### src/hdl/point_rotate_about_center_top_assert.svh
// assertion macros shared by the rotation block
`ifndef POINT_ROTATE_ABOUT_CENTER_TOP_ASSERT_SVH
`define POINT_ROTATE_ABOUT_CENTER_TOP_ASSERT_SVH

// same-cycle implication, checked outside reset
`define PRAC_ASSERT_NOW(lbl, ante, cons, msg) \
    lbl: assert property (@(posedge i_clk) disable iff (!i_rst_n) (ante) |-> (cons)) \
        else $error(msg);

// next-cycle implication, checked outside reset
`define PRAC_ASSERT_NEXT(lbl, ante, cons, msg) \
    lbl: assert property (@(posedge i_clk) disable iff (!i_rst_n) (ante) |=> (cons)) \
        else $error(msg);

`endif

### src/hdl/prac_pkg.sv
`default_nettype none
package prac_pkg;

    localparam int COORD_W = 32;
    localparam int DIFF_W  = 33;

    // register indexes
    localparam logic [2:0] REG_ANGLE_X = 3'd0;
    localparam logic [2:0] REG_ANGLE_Y = 3'd1;
    localparam logic [2:0] REG_ANGLE_Z = 3'd2;
    localparam logic [2:0] REG_PIVOT_X = 3'd3;
    localparam logic [2:0] REG_PIVOT_Y = 3'd4;
    localparam logic [2:0] REG_PIVOT_Z = 3'd5;

    typedef struct packed {
        logic signed [COORD_W-1:0] px;
        logic signed [COORD_W-1:0] py;
        logic signed [COORD_W-1:0] pz;
        logic                      last_in;
    } t_point_in;

    typedef struct packed {
        logic signed [COORD_W-1:0] rx;
        logic signed [COORD_W-1:0] ry;
        logic signed [COORD_W-1:0] rz;
        logic                      last_out;
    } t_point_out;

    typedef struct packed {
        logic signed [COORD_W-1:0] x;
        logic signed [COORD_W-1:0] y;
        logic signed [COORD_W-1:0] z;
    } t_pivot;

    // point with the pivot removed
    typedef struct packed {
        logic signed [DIFF_W-1:0] x;
        logic signed [DIFF_W-1:0] y;
        logic signed [DIFF_W-1:0] z;
        logic                     last;
    } t_diff;

endpackage
`default_nettype wire

### src/hdl/prac_fifo.sv
`default_nettype none
module prac_fifo #(
    parameter int W     = 8,
    parameter int DEPTH = 4
) (
    input  wire logic             i_clk,
    input  wire logic             i_rst_n,
    input  wire logic             i_push,
    input  wire logic [W-1:0]     i_data,
    output logic                  o_full,
    input  wire logic             i_pop,
    output logic [W-1:0]          o_data,
    output logic                  o_empty,
    output logic [$clog2(DEPTH):0] o_count
);
    localparam int AW = $clog2(DEPTH);

    logic [W-1:0]  r_mem [DEPTH];
    logic [AW-1:0] r_wp;
    logic [AW-1:0] r_rp;
    logic [AW:0]   r_cnt;
    logic          w_wr;
    logic          w_rd;

    assign o_full  = (r_cnt == (AW+1)'(DEPTH));
    assign o_empty = (r_cnt == '0);
    assign o_count = r_cnt;
    assign o_data  = r_mem[r_rp];
    assign w_wr    = i_push && !o_full;
    assign w_rd    = i_pop && !o_empty;

    // storage
    always_ff @(posedge i_clk) begin
        if (w_wr) begin
            r_mem[r_wp] <= i_data;
        end
    end

    // pointers and fill count
    always_ff @(posedge i_clk) begin
        if (!i_rst_n) begin
            r_wp  <= '0;
            r_rp  <= '0;
            r_cnt <= '0;
        end else begin
            if (w_wr) r_wp <= r_wp + AW'(1);
            if (w_rd) r_rp <= r_rp + AW'(1);
            r_cnt <= r_cnt + (AW+1)'(w_wr) - (AW+1)'(w_rd);
        end
    end
endmodule
`default_nettype wire

### src/hdl/prac_front.sv
`default_nettype none
module prac_front (
    input  wire logic              i_clk,
    input  wire logic              i_rst_n,
    input  wire logic              i_push,
    input  wire prac_pkg::t_point_in i_pt,
    input  wire logic              i_busy,
    output logic                   o_full,
    input  wire prac_pkg::t_pivot  i_pivot,
    input  wire logic              i_mid_pop,
    output prac_pkg::t_diff        o_mid_data,
    output logic                   o_mid_empty
);
    prac_pkg::t_diff w_diff;
    logic            w_mid_full;
    logic [2:0]      w_cnt;

    // stall intake while the queue is full or sines are being rebuilt
    assign o_full = w_mid_full || i_busy;

    // move the pivot to the origin
    always_comb begin
        w_diff.x    = prac_pkg::DIFF_W'(i_pt.px) - prac_pkg::DIFF_W'(i_pivot.x);
        w_diff.y    = prac_pkg::DIFF_W'(i_pt.py) - prac_pkg::DIFF_W'(i_pivot.y);
        w_diff.z    = prac_pkg::DIFF_W'(i_pt.pz) - prac_pkg::DIFF_W'(i_pivot.z);
        w_diff.last = i_pt.last_in;
    end

    // queue towards the rotation pipeline
    prac_fifo #(.W($bits(prac_pkg::t_diff)), .DEPTH(4)) u_mid (
        .i_clk   (i_clk),
        .i_rst_n (i_rst_n),
        .i_push  (i_push && !o_full),
        .i_data  (w_diff),
        .o_full  (w_mid_full),
        .i_pop   (i_mid_pop),
        .o_data  (o_mid_data),
        .o_empty (o_mid_empty),
        .o_count (w_cnt)
    );

    logic w_unused;
    assign w_unused = ^w_cnt;
endmodule
`default_nettype wire

### config.mk
export PLATFORM = sky130hd
export DESIGN_NAME = prac_front
export DESIGN_NICKNAME = d
export VERILOG_FILES = /design/src/hdl/point_rotate_about_center_top_assert.svh /design/src/hdl/prac_pkg.sv /design/src/hdl/prac_fifo.sv /design/src/hdl/prac_front.sv
export SDC_FILE = /design/constraint.sdc
export NUM_CORES = 1
export LEC_CHECK = 0
export ABC_AREA = 1
export BUFFER_PORTS_ARGS = -buffer_cell sky130_fd_sc_hd__buf_2
export CAP_MARGIN = 20
export CORE_MARGIN = 2
export CORE_UTILIZATION = 45
export CTS_BUF_LIST = sky130_fd_sc_hd__clkbuf_4 sky130_fd_sc_hd__clkbuf_8
export CTS_CLUSTER_SIZE = 10
export DETAILED_ROUTE_END_ITERATION = 10
export PLACE_DENSITY = 0.74
export SLEW_MARGIN = 20
export SYNTH_ARGS = -nofsm -noshare
export SYNTH_HDL_FRONTEND = slang
export SYNTH_SLANG_ARGS = --single-unit
export TNS_END_PERCENT = 5
### constraint.sdc
create_clock -name i_clk -period 7.78 [get_ports i_clk]
set_input_delay 0.389 -clock i_clk [delete_from_list [all_inputs] [get_ports i_clk]]
set_output_delay 0.389 -clock i_clk [all_outputs]
set_load 0.05 [all_outputs]
==> metrics.txt, run 1 <==
r2r setup slk 4620 ps; commonest non-fill, non-tap cell in the layout nand2_1; Slew Viols, Final 0; Remaining DRCs 0; Hold Path Class input pin to register; nets 3318; Fmax achieved 266 MHz; Pleak 12.7 nW; endpoints failing setup 0; number of synthesized register bits 409; clock slew at reported path FFs 70 ps; Avg WL per Cell 15.5 um; Setup Buffers After CTS 0; clk sinks 409; Final Instance Area 0.0264 mm2; crit-path max cell delay 770 ps; Net Count, Synth 3002; Core Box Area 0.0502 mm2; post-route ant nets 0; area post-placement 0.0251 mm2; synth unique cells 29; GRT overflow 0; initial antenna violation count 4; synth top area cells edfxtp_1, nand2_1, inv_1; clock insertion delay at the later pin of the skew report 630 ps; initial core utilization 0.456; Placed Instances 3616; via/cell ratio 4.98; Sw Ratio 0.400; YS warnings 0; total CTS buffers 66; CP Class register to primary output; Worst Path Required 7390 ps; share of cells above drive strength 1 0.150; top cell type's share of synthesized area 0.525; CP delay by family, top buffers and inverters; Port-buffer cells 299; RSZ-0062 raised after global routing no; Worst Path Buf+Inv 3; DR iter-0 viols 1362; first-pass GRT wire length 90.1 mm; cell accounting for the most synthesized area edfxtp_1; peak supply drop 0.138 mV; worst-margin pin slew 1050 ps; combinational power share 0.353; Period minus WS final 3750 ps; clock tree buffer depth 3; CTS tree built; Hold Fails Final Rpt 0; die width 229 um; Post-Syn Instances 2698; Net Sw Power 0.00276 W; Die ar. 0.0527 mm2; via count of the first global-routing pass 17811; outcome finished, final reports clean; Tot GR Track Use 0.216; TNS Setup 0 ps; fin util 0.525; I/O pin total 300; Routability Congestion 0.962; crit-path cells inv_6 > buf_4 > o21ai_0 > o22ai_1 > buf_2; Final Non-Filler Cells 3736; slowest CP cell buf_4; post-DP HPWL 40.3 mm; Root Driver clkbuf_8; sequential share of power 0.390; clock skew 36.9 ps; most frequent cells in the layout nand2_1, inv_1, edfxtp_1; Cell Area, Synth 0.0229 mm2; CTS H-tree depth 3; Clock power frac 0.256; row count 82; type of origin of the critical path register; Crit path arrival time 3370 ps; register area share after synthesis 0.533; area grow syn2layout 15.2%; Internal Power 0.00415 W; Max Cap Violations 0; Synth Area per Inst 8.48 um2; number of enable flip-flop cells after synthesis 400; DRT Pass-1 Iters 6; Die Span Y 229 um; Post-synth ARST share 0; final cycle utilization of the critical path 0.483; crit path max fanout 123; DR vias 18600; wirelength, routed 57.8 mm; largest net degree at the start of global routing 124; headroom to the max-slew limit 0.303; Critical Path Sink Type primary output; top_reg_cell synth edfxtp_1; PwrDens 262 mW/mm2
## per-layer routing
metal  up-vias  global-route usage  part of all wire
met5         -                   0           0.00059
met4         6              0.0779             0.022
met3        97              0.0388             0.066
met2       588               0.367              0.48
met1      8568               0.276              0.44
li1       9341                   -                 -
## timing repair
| action | CTS | global route |
|---|---|---|
| gates resized for setup | 0 | 0 |
| endpoints found under the hold margin | 5 | 0 |
| hold buffers | 2 | 0 |
## cell families after synthesis
group	synth area share
simple gates	0.208
fa+ha+maj	0.0593
xor+xnor	0.0176
compound gates	0.0887
buf+inv	0.0936
flops	0.533
## worst paths after layout
kind         depth (start not counted)             start                 end
max                                  5          register      o_mid_data[75]
min                                  4         i_mid_pop       u_mid.r_rp[0]
max reg2reg                          6  u_mid.o_count[1]  u_mid.r_mem[1][53]
min reg2reg                          1     u_mid.r_rp[0]            register
## flip-flops by register name (all words and copies together), names as in the netlist, named ones only
signal / count
u_mid.r_mem: 400
u_mid.r_wp: 2
u_mid.o_count: 3
u_mid.r_rp: 2
## through the flow
step,power [W],setup slack (ps),hold WS [ps]
4_1_cts,0.00697,3960,123
6_report,0.00691,4030,179
3_5_place_dp,0.00519,4610,471
3_3_place_gp,0.00516,4700,464
5_1_grt,0.00725,3790,164
2_1_floorplan,0.00453,2300,436
## final cells by class
cell class              instances  area (um2)
repair buffers                314        1610
fillers                      4721       23800
diodes                          1        2.50
clock inverters                32         209
inverters                     493        1860
clock buffers                  85        1050
multi-input cells            1730        8580
flip-flops and latches        409       12200
well taps                     672         841
## power by group through the flow
stage | Combinational [W] | Clock, W | Sequential [W]
6_report | 0.00244 | 0.00177 | 0.00270
5_1_grt | 0.00265 | 0.00189 | 0.00271
4_1_cts | 0.00246 | 0.00181 | 0.00270
3_5_place_dp | 0.00245 | 0 | 0.00274
3_3_place_gp | 0.00242 | 0 | 0.00274
2_1_floorplan | 0.00179 | 0 | 0.00274
## synth_stat cells, types with 9 or more instances
library cell and count:
o21ai_0 204, ha_1 102, nand2_2 28, nand3_1 68
nand2_1 740, dfxtp_1 9, clkbuf_1 39, edfxtp_1 400
o22ai_1 100, nor2_1 330, inv_1 491, buf_2 25
xor2_1 39, a21oi_1 66, nand4_1 12
## worst reg2reg max path, delay by kind of cell (launching register included)
kind / cells / cell delay (ps)
buffers and inverters: 3 / 1530
DFF: 1 / 370
and+or+nand+nor: 3 / 810
Note: power is estimated with default switching activity, not from simulation.
==> run 2, diff against run 1 <==
clock period = 3.85 ns   (was 7.78 ns; I/O delays follow)
==> metrics.txt, run 2 (synthesis results as in run 1) <==
Hold Fails Final Rpt 0; type of origin of the critical path register; Fmax achieved 328 MHz; post-route ant nets 0; Clock power frac 0.279; combinational power share 0.341; Final Non-Filler Cells 3743; largest net degree at the start of global routing 98; Avg WL per Cell 15.5 um; headroom to the max-slew limit 0.434; largest register by flop count u_mid.r_mem; Sw Ratio 0.388; RSZ-0062 raised after global routing no; TNS Setup 0 ps; clock slew at reported path FFs 60 ps; row count 82; crit-path cells buf_4 > o21ai_0 > o22ai_1 > buf_2; via count of the first global-routing pass 17571; Die Span Y 229 um; crit-path max cell delay 720 ps; DRT Pass-1 Iters 6; wirelength, routed 58.2 mm; Worst Path Required 3660 ps; GRT overflow 0; peak supply drop 0.331 mV; Final WS setup 802 ps; CTS tree built; die width 229 um; I/O pin total 300; Slew Viols, Final 0; CTS H-tree depth 3; Tot GR Track Use 0.217; CP Class register to primary output; slowest CP cell dfxtp_4; Hold Path Class input pin to register; Core Box Area 0.0502 mm2; share of cells above drive strength 1 0.150; pre-CTS WS 1440 ps; DR vias 18658; final cycle utilization of the critical path 0.792; clock insertion delay at the later pin of the skew report 610 ps; endpoints failing setup 0; CP delay by family, top buffers and inverters; Pwr Total 0.0145 W; Crit path arrival time 2860 ps; DR iter-0 viols 1417; crit path max fanout 60; Pleak 12.8 nW; total CTS buffers 67; Max Cap Violations 0; PwrDens 543 mW/mm2; worst-margin pin slew 849 ps; nets 3324; area grow syn2layout 16.4%; Die ar. 0.0527 mm2; Root Driver clkbuf_8; Remaining DRCs 0; initial antenna violation count 5; Net Sw Power 0.00561 W; Port-buffer cells 299; clock skew 25.8 ps; first-pass GRT wire length 90.2 mm; Placed Instances 3619; Critical Path Sink Type primary output; Final Instance Area 0.0266 mm2; sequential share of power 0.380; post-DP HPWL 40.9 mm; Worst Path Buf+Inv 2; Routability Congestion 0.959; clock tree buffer depth 3; most frequent cells in the layout nand2_1, inv_1, edfxtp_1; Internal Power 0.00884 W; initial core utilization 0.456; outcome finished, final reports clean; via/cell ratio 4.98; clk sinks 409; commonest non-fill, non-tap cell in the layout nand2_1; Largest register FFs 400; Period minus WS final 3050 ps; Setup Buffers After CTS 0; area post-placement 0.0252 mm2
-- run 2: cell types whose count changed in the layout (fill, tap and decap cells not counted), moves of 2 or more --
cell | before | now
buf_12 | 0 | 6
bufinv_16 | 1 | 7
inv_6 | 7 | 2
clkbuf_4 | 19 | 15
clkbuf_8 | 66 | 70
buf_4 | 13 | 10
clkinv_1 | 12 | 14
clkinv_2 | 10 | 8
dlygate4sd3_1 | 2 | 4
-- run 2: final timing paths --
kind / start / endpoint / cells after the start / slack (ps)
max: register / o_mid_data[83] / 4 / 800
min: i_pt[1] / u_mid.r_mem[0][1] / 4 / 50
max reg2reg: u_mid.o_count[1] / u_mid.r_mem[0][82] / 5 / 1550
min reg2reg: u_mid.r_rp[1] / register / 2 / 480
-- run 2: routing by layer --
| layer | global-route usage | share of wire |
|---|---|---|
| met1 | 0.283 | 0.44 |
| met2 | 0.366 | 0.47 |
| met3 | 0.0336 | 0.065 |
| met4 | 0.0806 | 0.026 |
| met5 | 0 | 0.00095 |
-- run 2: worst reg2reg max path, cell delays in order, from the launching register on --
cell and delay (ps):
dfxtp_1 360, inv_1 80, nand3_1 110, nand3_1 420, nor2_4 220, buf_4 650
-- run 2: cell type report --
cell class | count | area [um2]
inverter | 493 | 1860
tap | 672 | 841
sequential | 409 | 12200
clock inverter | 34 | 345
timing repair buffer | 319 | 1730
fill | 4549 | 23500
multi-input combinational | 1730 | 8580
antenna | 1 | 2.50
clock buffer | 85 | 1080
-- run 2: through the flow --
step,utilization,hold WS [ps]
3_3_place_gp,0.502,429
2_1_floorplan,-,286
3_5_place_dp,0.502,430
6_report,0.531,52.7
5_1_grt,0.531,46.3
4_1_cts,0.531,0.302
-- run 2: repair_timing --
| action | in CTS | in global routing |
|---|---|---|
| hold endpoints to repair | 17 | 0 |
| hold buffers | 4 | 0 |
| gates resized for setup | 0 | 0 |
| endpoints found under the setup margin | 0 | 0 |
-- run 2: power groups by stage --
stage / combinational [W] / clock (W) / sequential (W)
after global placement: 0.00487 / 0 / 0.00559
after global routing: 0.00533 / 0.00430 / 0.00552
after CTS: 0.00495 / 0.00412 / 0.00550
after floorplan: 0.00362 / 0 / 0.00553
after detailed placement: 0.00493 / 0 / 0.00559
final: 0.00493 / 0.00403 / 0.00550
